<file path="src/sv/srhc_pkg.sv">
package srhc_pkg;

    localparam int RAMP_DEPTH = 2048;
    localparam int RAMP_AW = $clog2(RAMP_DEPTH);
    localparam logic [23:0] RAMP_LAST = 24'(RAMP_DEPTH - 1);
    localparam logic [23:0] COUNT_MAX = 24'hFFFFFF;

    localparam logic [15:0] HOMING_PERIOD_RST = 16'd6000;
    localparam logic [15:0] HOMING_HIGH_RST = 16'd200;

    localparam logic CFG_HOMING_PERIOD = 1'b0;
    localparam logic CFG_HOMING_HIGH = 1'b1;

    typedef enum logic [1:0] {
        OP_LOAD  = 2'd0,
        OP_HOME  = 2'd1,
        OP_MOVE  = 2'd2,
        OP_PULSE = 2'd3
    } op_t;

    typedef enum logic [1:0] {
        STG_SEEK    = 2'd0,
        STG_MEASURE = 2'd1,
        STG_RETURN  = 2'd2
    } stage_t;

    typedef struct packed {
        op_t         operation;
        logic [10:0] table_index;
        logic [15:0] table_value;
        logic [23:0] move_steps;
        logic        move_direction;
        logic        left_switch;
        logic        right_switch;
    } cmd_t;

    typedef struct packed {
        logic        pulses_running;
        logic        drive_enable;
        logic        step_direction;
        logic [15:0] reload_value;
        logic [15:0] compare_value;
        logic        move_done;
        logic        homing_done;
        logic [1:0]  homing_stage;
        logic [23:0] measured_span;
    } res_t;

    typedef struct packed {
        logic [23:0] steps_done;
        logic [23:0] goal_steps;
    } fwd_t;

    function automatic logic [15:0] dec_sat16(input logic [15:0] v);
        return (v == 16'd0) ? 16'd0 : v - 16'd1;
    endfunction

endpackage

</file>
<file path="src/sv/srhc_ctrl.sv">
module srhc_ctrl
    import srhc_pkg::*;
(
    input  logic        clk,
    input  logic        rst_n,
    input  logic        adv,
    input  cmd_t        item,
    input  logic [15:0] rdata,
    input  logic [15:0] homing_period,
    input  logic [15:0] homing_high_time,
    output res_t        result,
    output fwd_t        fwd
);

    logic        homing_active_reg, homing_active_next;
    stage_t      stage_reg, stage_next;
    logic [23:0] span_count_reg, span_count_next;
    logic        returning_reg, returning_next;
    logic        moving_reg, moving_next;
    logic [23:0] steps_done_reg, steps_done_next;
    logic [23:0] goal_steps_reg, goal_steps_next;
    logic        direction_reg, direction_next;
    logic        running_reg, running_next;
    logic        enabled_reg, enabled_next;
    logic [15:0] reload_reg, reload_next;
    logic [15:0] compare_reg, compare_next;
    logic        mdone, hdone;
    logic [15:0] per;

    always_comb
    begin
        homing_active_next = homing_active_reg;
        stage_next         = stage_reg;
        span_count_next    = span_count_reg;
        returning_next     = returning_reg;
        moving_next        = moving_reg;
        steps_done_next    = steps_done_reg;
        goal_steps_next    = goal_steps_reg;
        direction_next     = direction_reg;
        running_next       = running_reg;
        enabled_next       = enabled_reg;
        reload_next        = reload_reg;
        compare_next       = compare_reg;
        mdone              = 1'b0;
        hdone              = 1'b0;
        per                = dec_sat16(rdata);
        if (adv)
        begin
            unique case (item.operation)
                OP_LOAD:
                begin
                end
                OP_HOME:
                begin
                    homing_active_next = 1'b1;
                    returning_next     = 1'b0;
                    moving_next        = 1'b0;
                    stage_next         = STG_SEEK;
                    span_count_next    = 24'd0;
                    direction_next     = 1'b0;
                    reload_next        = dec_sat16(homing_period);
                    compare_next       = dec_sat16(homing_high_time);
                    enabled_next       = 1'b1;
                    running_next       = 1'b1;
                end
                OP_MOVE:
                begin
                    homing_active_next = 1'b0;
                    returning_next     = 1'b0;
                    moving_next        = 1'b1;
                    goal_steps_next    = item.move_steps;
                    steps_done_next    = 24'd0;
                    direction_next     = item.move_direction;
                    reload_next        = dec_sat16(rdata);
                    compare_next       = rdata >> 1;
                    enabled_next       = 1'b1;
                    running_next       = 1'b1;
                end
                OP_PULSE:
                begin
                    if (running_reg)
                    begin
                        if (homing_active_reg)
                        begin
                            if (span_count_next != COUNT_MAX)
                            begin
                                span_count_next = span_count_next + 24'd1;
                            end
                            if (!item.left_switch)
                            begin
                                direction_next = 1'b1;
                                if (stage_reg == STG_SEEK)
                                begin
                                    stage_next      = STG_MEASURE;
                                    span_count_next = 24'd0;
                                end
                            end
                            else if (!item.right_switch)
                            begin
                                direction_next = 1'b0;
                                if (stage_reg == STG_MEASURE)
                                begin
                                    stage_next         = STG_RETURN;
                                    homing_active_next = 1'b0;
                                    returning_next     = 1'b1;
                                    steps_done_next    = 24'd0;
                                end
                            end
                            reload_next  = dec_sat16(homing_period);
                            enabled_next = 1'b1;
                        end
                        if (returning_next)
                        begin
                            if (steps_done_next != COUNT_MAX)
                            begin
                                steps_done_next = steps_done_next + 24'd1;
                            end
                            if (steps_done_next >= (span_count_next >> 1))
                            begin
                                returning_next = 1'b0;
                                running_next   = 1'b0;
                                enabled_next   = 1'b0;
                                hdone          = 1'b1;
                            end
                        end
                        if (moving_reg)
                        begin
                            if (steps_done_next != COUNT_MAX)
                            begin
                                steps_done_next = steps_done_next + 24'd1;
                            end
                            if (!item.left_switch)
                            begin
                                direction_next = 1'b1;
                            end
                            else if (!item.right_switch)
                            begin
                                direction_next = 1'b0;
                            end
                            if (steps_done_next >= goal_steps_reg)
                            begin
                                moving_next  = 1'b0;
                                running_next = 1'b0;
                                enabled_next = 1'b0;
                                mdone        = 1'b1;
                            end
                            else
                            begin
                                reload_next  = dec_sat16(per);
                                compare_next = dec_sat16(per >> 1);
                                enabled_next = 1'b1;
                            end
                        end
                    end
                end
            endcase
        end
    end

    always_ff @(posedge clk or negedge rst_n)
    begin
        if (!rst_n)
        begin
            homing_active_reg <= 1'b0;
            stage_reg         <= STG_SEEK;
            span_count_reg    <= 24'd0;
            returning_reg     <= 1'b0;
            moving_reg        <= 1'b0;
            steps_done_reg    <= 24'd0;
            goal_steps_reg    <= 24'd0;
            direction_reg     <= 1'b0;
            running_reg       <= 1'b0;
            enabled_reg       <= 1'b0;
            reload_reg        <= 16'd0;
            compare_reg       <= 16'd0;
        end
        else
        begin
            homing_active_reg <= homing_active_next;
            stage_reg         <= stage_next;
            span_count_reg    <= span_count_next;
            returning_reg     <= returning_next;
            moving_reg        <= moving_next;
            steps_done_reg    <= steps_done_next;
            goal_steps_reg    <= goal_steps_next;
            direction_reg     <= direction_next;
            running_reg       <= running_next;
            enabled_reg       <= enabled_next;
            reload_reg        <= reload_next;
            compare_reg       <= compare_next;
        end
    end

    assign result = '{
        pulses_running: running_next,
        drive_enable:   enabled_next,
        step_direction: direction_next,
        reload_value:   reload_next,
        compare_value:  compare_next,
        move_done:      mdone,
        homing_done:    hdone,
        homing_stage:   stage_next,
        measured_span:  span_count_next
    };

    assign fwd = '{steps_done: steps_done_next, goal_steps: goal_steps_next};

endmodule

</file>
<file path="config.mk">
export PLATFORM = sky130hd
export DESIGN_NAME = srhc_ctrl
export DESIGN_NICKNAME = d
export VERILOG_FILES = /design/src/sv/srhc_pkg.sv /design/src/sv/srhc_ctrl.sv
export SDC_FILE = /design/constraint.sdc
export NUM_CORES = 1
export LEC_CHECK = 0
export ABC_AREA = 1
export BUFFER_PORTS_ARGS = -buffer_cell sky130_fd_sc_hd__buf_2
export CORE_ASPECT_RATIO = 1.75
export CORE_MARGIN = 2
export CORE_UTILIZATION = 40
export CTS_CLUSTER_DIAMETER = 100
export CTS_CLUSTER_SIZE = 28
export DETAILED_ROUTE_END_ITERATION = 8
export SLEW_MARGIN = 20
export SYNTH_ARGS = -nofsm -noshare
export SYNTH_HDL_FRONTEND = slang
export SYNTH_SLANG_ARGS = --single-unit
</file>
<file path="constraint.sdc">
create_clock -name clk -period 9.15 [get_ports clk]
set_input_delay 1.83 -clock clk [delete_from_list [all_inputs] [get_ports clk]]
set_output_delay 1.83 -clock clk [all_outputs]
set_load 0.05 [all_outputs]
</file>
# Word level (Yosys, flattened, before mapping)
# Cells that the tools add are included.
[totals] register_bits=112 in_bits=107 out_inout_bits=111 wordCells=155
[classes] n_addsub=8 magnitude_cmp=2 n_eq_ne=8 n_mux=114 reduce_logical=11
[op_table] op="$mux W24" n=35
[op_table] op="$mux W16" n=14
[op_table] op="$pmux W16 S3" n=2
[op_table] op="$pmux W24 S2" n=2
[op_table] op="$logic_not A16 Y1" n=5
[op_table] op="$add A24 B1 Y24 const B" n=3
[op_table] op="$ne A24 B24 Y1 const B" n=3
[op_table] op="$sub A16 B1 Y16 const B" n=4
[op_table] op="$mux W1" n=47
[op_table] op="$ge A24 B23 Y1" n=1
[op_table] op="$ge A24 B24 Y1" n=1
[op_table] op="$sub A15 B1 Y16 const B" n=1
[op_table] op="$mux W2" n=7
[op_table] op="$pmux W1 S3" n=3
[op_table] op="$pmux W1 S2" n=3
[op_table] op="$reduce_and A3 Y1" n=2
[op_table] op="$eq A2 B1 Y1 const B" n=2
[op_table] op="$eq A2 B2 Y1 const B" n=2
[op_table] op="$pmux W2 S2" n=1
[op_table] op="$reduce_bool A3 Y1" n=1
[op_table] op="$logic_not A2 Y1" n=1
[op_table] op="$ne A2 B2 Y1 const B" n=1
[op_table] op="$reduce_bool A2 Y1" n=1
[op_table] op="$reduce_or A2 Y1" n=1

# Longest topological paths before layout
# Gate-level depths: netlist of run 1.
[depth] ltp_word=30 mapped_depth=41 mapped_depth_nobuf=37

# Least setup slack after synthesis of run 1
# OpenSTA, ideal clock, no wires.
[synth_timing] path_type="input to output" start="in item[1] (netlist name)" end="out result[32] (netlist name)" arrival_time_ns=7.336 t_required_ns=7.320 slack_ns=-0.016 path_stages=37 path_buffers=5 cell_sequence="nand2_1 > inv_2 > nand3_2 > buf_8 > buf_4 > nand2_1 > inv_1 > ha_1 > nand2_1 > inv_1 > nand3_2 > inv_2 > nand2_2 > nor2_4 > nand2_4 > buf_6 > nand2_1 > nand3_1 > nand2_2 > ha_1 > nand3_4 > nor2_4 > nand3_1 > nor2_2 > nand4_1 > and2_1 > ha_1 > nand4_1 > inv_1 > a21oi_1 > and3_1 > nand3_1 > nor2_1 > clkbuf_1 > clkbuf_1 > o211ai_1 > a31oi_1"
[synth_rtl] element="start: declaration" line="srhc_ctrl.sv:7" rtl="input cmd_t item,"
[synth_rtl] element="end: declaration" line="srhc_ctrl.sv:11" rtl="output res_t result,"

==> qor.txt, run 1 <==
Status: finished, final reports clean
CTS tree: yes
Post-synth EDFFs: 0
Seq/Total Area, Yosys: 23.3%
HP Start: goal_steps_reg[0]$_DFF_PN0_
Cell Area, Synth: 0.0120 mm^2
Worst r2r src: homing_active_reg$_DFFE_PN0P_
Lkg Pwr: 7.17 nW
RD Place Congestion: 0.944
YS warnings: 0
Die height: 233 um
Vias per inst: 5.47
Commonest non-fill, non-tap cell in the layout: nand2_1
Clock sink total: 112
Die Area: 0.0315 mm^2
Cell depth of the worst hold path: 2
Syn Inst Count: 1970
Most frequent CP cell: nand2_1
Avg WL per Cell: 18.9 um
WL met1: 16700 um
Crit share post-route: 96.1%
Worst path slowest cell: and3_4
First-pass GRT wire length: 72500 um
Initial antenna violation count: 0
Worst hold slack: 0.535 ns
Unique masters post-synth: 50
Largest net degree at the start of global routing: 78
Max frequency: 0.114 GHz
Setup slack at placement: 0.0115 ns
Setup CP Type: in2out
Placement Rows: 84
Cell count of the worst reg-to-reg path: 37
Final ANT Viol Nets: 0
GR Overflow Total: 0
Reg2Reg Setup Slack: 3.68 ns
Final min period: 8.80 ns
Syn avg cell area: 6.10 um^2
Skew-Pair Late Insertion Delay: 0.39 ns
Share of cells above drive strength 1: 17.6%
Pwr per Cell Area: 189 mW/mm^2
Top Metal Used: met4
Yosys reg bits: 112
Worst IR Drop VDD: 0.120 mV
CTS H-Tree Depth: 3
Tot Pwr: 0.00271 W
Hpwl dp: 37800 um
Endpoints failing setup: 0
Routed length on met2: 25900 um
WP data arrival: 6.97 ns
Hold WC Path Type: reg2reg
Most frequent cells in the layout: nand2_1, inv_1, nor2_1, buf_2, o21ai_0
Cts bufs inserted: 9
Max stage delay on crit path: 0.25 ns
Initial drt markers: 913
Worst Tran Pin Value: 0.938 ns
PortBufs: 190
Clk root buf: clkbuf_16
Hold Path End: goal_steps_reg[0]$_DFF_PN0_
Num ports: 218
Vias in the first global route: 13413
CORE AREA: 0.0298 mm^2
CP endpoint kind: primary output
Antenna cells: 0
Req. time, crit path: 7.32 ns
Reg clk slew, reported paths: 0.08 ns
Via count: 13962
R2r endpoint: reload_reg[6]$_DFF_PN0_
Clock tree buffer depth: 2
Nets: 2327
FILL cells: 3250
Initial Util: 40.3%
CP Launch Type: primary input
Area Overhead vs Synth: 19.1%
Syn nets: 2137
Max-slew headroom: 37.3%
Asr flop ratio synth: 100%
Fin. Hold Viols: 0
Detailed Routing Iterations Pass 1: 6
Final Util: 48.0%
Clock Skews: 0.00898 ns
PnR worst setup slack: 0.355 ns
Predominant post-synthesis flop cell: dfrtp_1
Final slew viol count: 0
Die Width: 135 um
Max-cap violation count: 0
Crit-path max FO: 10
Met3 wire len: 2360 um
DRC: 0
Hold-fix buffers, CTS: 0
Total track usage: 30.0%
Routed WL: 48100 um
==> routing by layer <==
layer | vias up | GRT usage [%]
li1 | 6893 | -
met1 | 6477 | 29.4
met2 | 448 | 57.9
met3 | 144 | 4.80
met4 | 0 | 17.8
met5 | - | 0
==> worst max path at each step <==
stage	start	cells after the start	slack, ns	end
6_report	item[1]	40	0.35	result[50]
5_1_grt	item[1]	39	-0.02	result[47]
4_1_cts	item[1]	36	0.001	result[28]
3_5_place_dp	item[1]	36	0.01	result[28]
3_3_place_gp	item[1]	37	0.09	result[28]
2_1_floorplan	item[1]	37	0.01	result[39]
==> cells in the mapped netlist, drive strengths merged (14+ instances only) <==
master | count | area [um^2]
nor2 | 230 | 926
o21ai | 166 | 853
a31oi | 17 | 106
inv | 240 | 901
nand4 | 35 | 219
a22oi | 18 | 135
a21oi | 128 | 641
nand3 | 148 | 811
nor3 | 41 | 220
nand2 | 536 | 2050
buf | 25 | 168
ha | 60 | 751
dfrtp | 112 | 2800
xnor2 | 14 | 123
xor2 | 42 | 368
o211ai | 30 | 225
clkbuf | 58 | 219
==> kinds of logic after synthesis <==
family / share of synthesized area (%)
and+or+nand+nor: 36.4
AOI/OAI and AO/OA: 19.1
DFF: 23.3
adders and majority gates: 6.25
buffers and inverters: 10.8
xor gates and xnor gates: 4.08
==> worst max-delay path: cells and delay by family <==
family / cells / cell delay (ns)
AOI/OAI and AO/OA: 5 / 0.82
buffers and inverters: 11 / 1.28
and+or+nand+nor: 21 / 2.38
adders and majority gates: 3 / 0.63
==> per-stage QoR <==
| step | cell area [um^2] | TNS, ns | cells |
|---|---|---|---|
| final | 14300 | 0 | 2552 |
| after detailed placement | 13600 | 0 | 2524 |
| after floorplan | 12100 | 0 | 1970 |
| after global routing | 14300 | -0.0389 | 2552 |
| after CTS | 14000 | 0 | 2540 |
| after global placement | 13600 | 0 | 2524 |
==> cell type report <==
cell class / count / area (um^2) / area share [%]
Tap cell: 387 / 484 / 3.38
Inverter: 244 / 918 / 6.41
Multi-Input combinational cell: 1531 / 8140 / 56.8
Clock inverter: 6 / 90.1 / 0.629
Sequential cell: 112 / 2800 / 19.6
Clock buffer: 10 / 239 / 1.67
Timing Repair Buffer: 262 / 1640 / 11.5
==> timing repair <==
action,in CTS,in global routing
endpoints found under the setup margin,0,33
setup buffers,0,11
gates resized for setup,0,90
==> power by group <==
part	switching [W]	internal, W
Clock	0.000224	0.000250
Sequential	0.0000966	0.000585
Combinational	0.00110	0.000450
Total	0.00142	0.00129
Power figures use the tool's default switching activity.
==> run 2, diff against run 1 <==
--- a/config.mk
+++ b/config.mk
@@ -6,14 +6,14 @@
 export NUM_CORES = 1
 export LEC_CHECK = 0
 export ABC_AREA = 1
-export BUFFER_PORTS_ARGS = -buffer_cell sky130_fd_sc_hd__buf_2
+export BUFFER_PORTS_ARGS = -buffer_cell sky130_fd_sc_hd__buf_4
 export CORE_ASPECT_RATIO = 1.75
 export CORE_MARGIN = 2
 export CORE_UTILIZATION = 40
 export CTS_CLUSTER_DIAMETER = 100
 export CTS_CLUSTER_SIZE = 28
 export DETAILED_ROUTE_END_ITERATION = 8
-export SLEW_MARGIN = 20
+export SLEW_MARGIN = 10
 export SYNTH_ARGS = -nofsm -noshare
 export SYNTH_HDL_FRONTEND = slang
 export SYNTH_SLANG_ARGS = --single-unit
==> run 2 against run 1 <==
Power about the same. Die area stayed put. Critical path depth is 4 lower. Maximum frequency up 0.65%. Final cell count down 0.20%. First-iteration DRC count increased by 9.4%. Critical endpoint is now result[38].
==> qor.txt, run 2 (same netlist as run 1, synthesis figures left out) <==
Status: finished, final reports clean
Max-slew headroom: 34.6%
Worst path slowest cell: ha_1
PortBufs: 190
Final slew viol count: 0
First-pass GRT wire length: 73700 um
Initial antenna violation count: 0
Detailed Routing Iterations Pass 1: 5
Worst Tran Pin Value: 0.979 ns
CTS H-Tree Depth: 3
Endpoints failing setup: 0
Share of cells above drive strength 1: 16.7%
Initial Util: 40.3%
Hold Path End: compare_reg[2]$_DFF_PN0_
Sequential Power Share: 25.1%
Die height: 233 um
Clock Skews: 0.0132 ns
Worst r2r src: homing_active_reg$_DFFE_PN0P_
Sum of buffers and inverters on the critical path: 9
Setup slack at placement: 0.191 ns
CP endpoint kind: primary output
Placement Rows: 84
FILL cells: 3244
Die Area: 0.0315 mm^2
Crit share post-route: 95.5%
GR Overflow Total: 0
CP Launch Type: primary input
Reg2Reg Setup Slack: 3.73 ns
Cell count of the worst reg-to-reg path: 34
Vias in the first global route: 13596
Pwr per Cell Area: 186 mW/mm^2
Max frequency: 0.114 GHz
CTS tree: yes
Routed WL: 48300 um
Die Width: 135 um
Combinational share of power: 58.9%
Max-cap violation count: 0
Hold-fix buffers, CTS: 0
Hpwl dp: 38600 um
PnR worst setup slack: 0.411 ns
CORE AREA: 0.0298 mm^2
Num ports: 218
Skew-Pair Late Insertion Delay: 0.39 ns
Req. time, crit path: 7.32 ns
CP top delay family: simple AND/OR/NAND/NOR gates
Antenna cells: 0
Setup CP Type: in2out
Clock Power Share: 16.0%
Lkg Pwr: 7.20 nW
Worst IR Drop VDD: 0.109 mV
Crit-path max FO: 17
WP data arrival: 6.91 ns
Clock tree buffer depth: 2
Cell depth of the worst hold path: 2
Switching part of the total power: 53.0%
Fin. Hold Viols: 0
Nets: 2322
Avg WL per Cell: 19.0 um
Total track usage: 30.5%
Vias per inst: 5.46
Internal power: 0.00127 W
DRC: 0
RD Place Congestion: 0.974
Max stage delay on crit path: 0.31 ns
Commonest non-fill, non-tap cell in the layout: nand2_1
Net Sw Power: 0.00144 W
Reg clk slew, reported paths: 0.09 ns
RSZ-0062 raised after global routing: no
Clk root buf: clkbuf_16
HP Start: compare_reg[2]$_DFF_PN0_
Most frequent CP cell: nand2_1
R2r endpoint: compare_reg[13]$_DFF_PN0_
Fin Setup TNS: 0 ns
Multi-input gate area: 0.00806 mm^2
Cts bufs inserted: 9
Final ANT Viol Nets: 0
Final min period: 8.74 ns
Hold WC Path Type: reg2reg
Via count: 13912
Clock sink total: 112
Area Overhead vs Synth: 21.1%
Initial drt markers: 999
Register area: 0.00280 mm^2
Most frequent cells in the layout: nand2_1, buf_4, inv_1, nor2_1, o21ai_0
Largest net degree at the start of global routing: 78
[run 2: changes by cell type in the layout (fill, tap and decap cells not counted), moves of 3 or more]
cell,delta
nor2_1,+5
buf_12,-3
buf_2,-166
clkbuf_4,-5
nor2_2,-5
nand3_1,+3
a22oi_2,-6
a22oi_1,+6
buf_4,+168
[run 2: layout make-up]
type / instances / area share (%)
sequential: 112 / 19.3
tap: 387 / 3.33
timing repair buffer: 257 / 13.7
multi-input combinational: 1531 / 55.4
clock inverter: 7 / 0.507
clock buffer: 9 / 1.55
inverter: 244 / 6.29
[run 2: per-stage QoR]
step	hold slack (ns)	power, W	cells	area, um^2	util, %
6_report	0.577	0.00271	2547	14600	48.8
5_1_grt	0.583	0.00289	2547	14600	48.8
4_1_cts	0.574	0.00269	2542	14400	48.2
3_5_place_dp	0.551	0.00225	2526	14100	47.2
3_3_place_gp	0.543	0.00223	2526	14100	47.2
2_1_floorplan	0.542	0.00170	1970	12100	-
[run 2: worst max-delay path by stage]
| stage | start | to | slack (ns) | depth (start not counted) |
|---|---|---|---|---|
| after floorplan | item[1] | result[39] | 0.01 | 37 |
| after global placement | item[1] | result[40] | 0.25 | 37 |
| after detailed placement | item[1] | result[40] | 0.19 | 37 |
| after CTS | item[1] | result[28] | 0.17 | 37 |
| after global routing | item[1] | result[45] | 0.006 | 36 |
| final | item[1] | result[38] | 0.41 | 36 |
[run 2: routing by layer]
layer | share of wire (%) | GRT usage [%] | vias up
met4 | 6.8 | 19.2 | 0
met3 | 4.6 | 4.08 | 132
met5 | 0 | 0 | -
met2 | 54 | 59.0 | 427
li1 | - | - | 6870
met1 | 34 | 29.9 | 6483
[run 2: power groups by stage]
stage	sequential [W]	combinational, W	clock (W)
3_5_place_dp	0.000686	0.00156	0
3_3_place_gp	0.000685	0.00154	0
5_1_grt	0.000688	0.00174	0.000458
6_report	0.000679	0.00159	0.000434
2_1_floorplan	0.000652	0.00105	0
4_1_cts	0.000677	0.00157	0.000446
[run 2: tightest hold or removal path: cells and delay by family (launching register included)]
family           cells  cell delay [ns]
AND/OR/NAND/NOR      1             0.10
AO/OA/AOI/OAI        1             0.06
flip-flops           1             0.38
[run 2: what timing repair did]
item / 4_1_cts / 5_1_grt
gates resized for setup: 0 / 32
endpoints found under the setup margin: 0 / 32
setup buffers: 0 / 4
==> run 3, diff against run 2 <==
--- a/config.mk
+++ b/config.mk
@@ -6,13 +6,13 @@
 export NUM_CORES = 1
 export LEC_CHECK = 0
 export ABC_AREA = 1
-export BUFFER_PORTS_ARGS = -buffer_cell sky130_fd_sc_hd__buf_4
 export CORE_ASPECT_RATIO = 1.75
 export CORE_MARGIN = 2
 export CORE_UTILIZATION = 40
 export CTS_CLUSTER_DIAMETER = 100
 export CTS_CLUSTER_SIZE = 28
 export DETAILED_ROUTE_END_ITERATION = 8
+export DONT_BUFFER_PORTS = 1
 export SLEW_MARGIN = 10
 export SYNTH_ARGS = -nofsm -noshare
 export SYNTH_HDL_FRONTEND = slang
==> run 3 against run 2 <==
Register-to-register slack lost 0.28 ns. Largest power group unchanged. Critical path depth is the same. Highest routed layer unchanged. Power shrank 5.5%.
==> qor.txt, run 3 (same netlist as run 1, synthesis figures left out) <==
Commonest non-fill, non-tap cell in the layout: nand2_1
Hold WC Path Type: reg2reg
Final Util: 44.3%
Die Width: 135 um
Vias per inst: 5.61
Nets: 2145
Crit share post-route: 95.1%
Skew-Pair Late Insertion Delay: 0.39 ns
Die height: 233 um
Placement Rows: 84
WP data arrival: 6.88 ns
Pwr per Cell Area: 193 mW/mm^2
Crit-path max FO: 26
CP endpoint kind: primary output
Hpwl dp: 36800 um
Fin Setup TNS: 0 ns
DRC: 0
Initial Util: 40.3%
Initial antenna violation count: 0
Avg WL per Cell: 19.5 um
Vias in the first global route: 13113
Status: finished, final reports clean
Area Overhead vs Synth: 10.1%
RD Place Congestion: 0.961
Clock Skews: 0.0142 ns
Worst path slowest cell: ha_1
Setup slack at placement: 0.220 ns
Clock tree buffer depth: 2
Clock sink total: 112
Max frequency: 0.115 GHz
Die Area: 0.0315 mm^2
FILL cells: 3229
Total track usage: 29.4%
Share of cells above drive strength 1: 8.37%
CORE AREA: 0.0298 mm^2
RSZ-0062 raised after global routing: no
Routed WL: 46200 um
Endpoints failing setup: 0
Final min period: 8.71 ns
Largest net degree at the start of global routing: 113
GR Overflow Total: 0
Final ANT Viol Nets: 0
CP Launch Type: primary input
Tot Pwr: 0.00256 W
Final slew viol count: 0
Max-cap violation count: 0
Clk root buf: clkbuf_16
Lkg Pwr: 6.36 nW
Worst IR Drop VDD: 0.107 mV
Initial drt markers: 943
Via count: 13290
Worst Tran Pin Value: 1.19 ns
Detailed Routing Iterations Pass 1: 6
First-pass GRT wire length: 71200 um
Hold-fix buffers, CTS: 0
Max stage delay on crit path: 0.28 ns
Reg clk slew, reported paths: 0.08 ns
Req. time, crit path: 7.32 ns
PnR worst setup slack: 0.444 ns
Max-slew headroom: 20.4%
Fin. Hold Viols: 0
Setup CP Type: in2out
PortBufs: 0
Most frequent cells in the layout: nand2_1, inv_1, nor2_1, nand3_1, a21oi_1
CTS tree: yes
Cts bufs inserted: 9
Most frequent CP cell: nand2_1
Num ports: 218
Antenna cells: 0
CTS H-Tree Depth: 3
==> run 3: changes by cell type in the layout (fill, tap and decap cells not counted), sizes merged <==
cell	previous run	this run
inv	245	242
clkbuf	10	13
buf	256	80
clkinv	4	3
bufinv	0	1
clkinvlp	2	1
==> run 3: routing by layer <==
metal  global-route usage [%]  wire (um)
met1                     28.3      15700
met4                     16.5       2830
met2                     57.2      24900
met3                     5.84       2780
met5                        0          0
==> run 3: stage by stage <==
stage                     hold slack, ns  std cells  instance area (um^2)
after floorplan                    0.542       1970                 12100
after global placement             0.605       2353                 12900
after detailed placement           0.603       2353                 12900
after CTS                          0.620       2369                 13200
after global routing               0.656       2370                 13200
final                              0.623       2370                 13200
==> run 3: what timing repair did <==
action                                  in CTS  in global routing
resized for setup                            0                 11
endpoints found under the setup margin       0                 26
setup buffers                                0                  1
==> run 3: layout make-up <==
type / count / area, um^2 / area share, %
clock buffer: 13 / 250 / 1.89
clock inverter: 3 / 47.5 / 0.359
inverter: 244 / 920 / 6.95
multi-input combinational: 1531 / 8000 / 60.5
sequential: 112 / 2800 / 21.2
tap: 387 / 484 / 3.66
timing repair buffer: 80 / 726 / 5.48
==> run 3: critical path: cells and delay by family <==
family,cells,cell delay (ns)
AOI/OAI and AO/OA,4,0.85
adders and majority gates,3,0.71
buffers and inverters,7,0.83
and+or+nand+nor,22,2.65
==> run 3: report_power, final <==
| group | leakage (nW) | internal (W) | switching, W | total, W |
|---|---|---|---|---|
| Combinational | 4.82 | 0.000385 | 0.00105 | 0.00143 |
| Sequential | 1.40 | 0.000586 | 0.000107 | 0.000692 |
| Clock | 0.145 | 0.000223 | 0.000212 | 0.000435 |
| Total | 6.36 | 0.00119 | 0.00136 | 0.00256 |
==> run 3: final timing paths <==
| path | startpoint | end | depth (start not counted) | slack (ns) |
|---|---|---|---|---|
| setup / recovery | item[1] | result[42] | 36 | 0.44 |
| max in group asynchronous | rst_n | span_count_reg[5]$_DFF_PN0_ | 0 | 7.78 |
| hold / removal | returning_reg$_DFFE_PN0P_ | returning_reg$_DFFE_PN0P_ | 2 | 0.62 |
| min in group asynchronous | rst_n | reload_reg[1]$_DFF_PN0_ | 0 | 1.13 |
| hold reg to reg | returning_reg$_DFFE_PN0P_ | returning_reg$_DFFE_PN0P_ | 2 | 0.62 |
| setup reg to reg | homing_active_reg$_DFFE_PN0P_ | compare_reg[14]$_DFF_PN0_ | 35 | 3.45 |
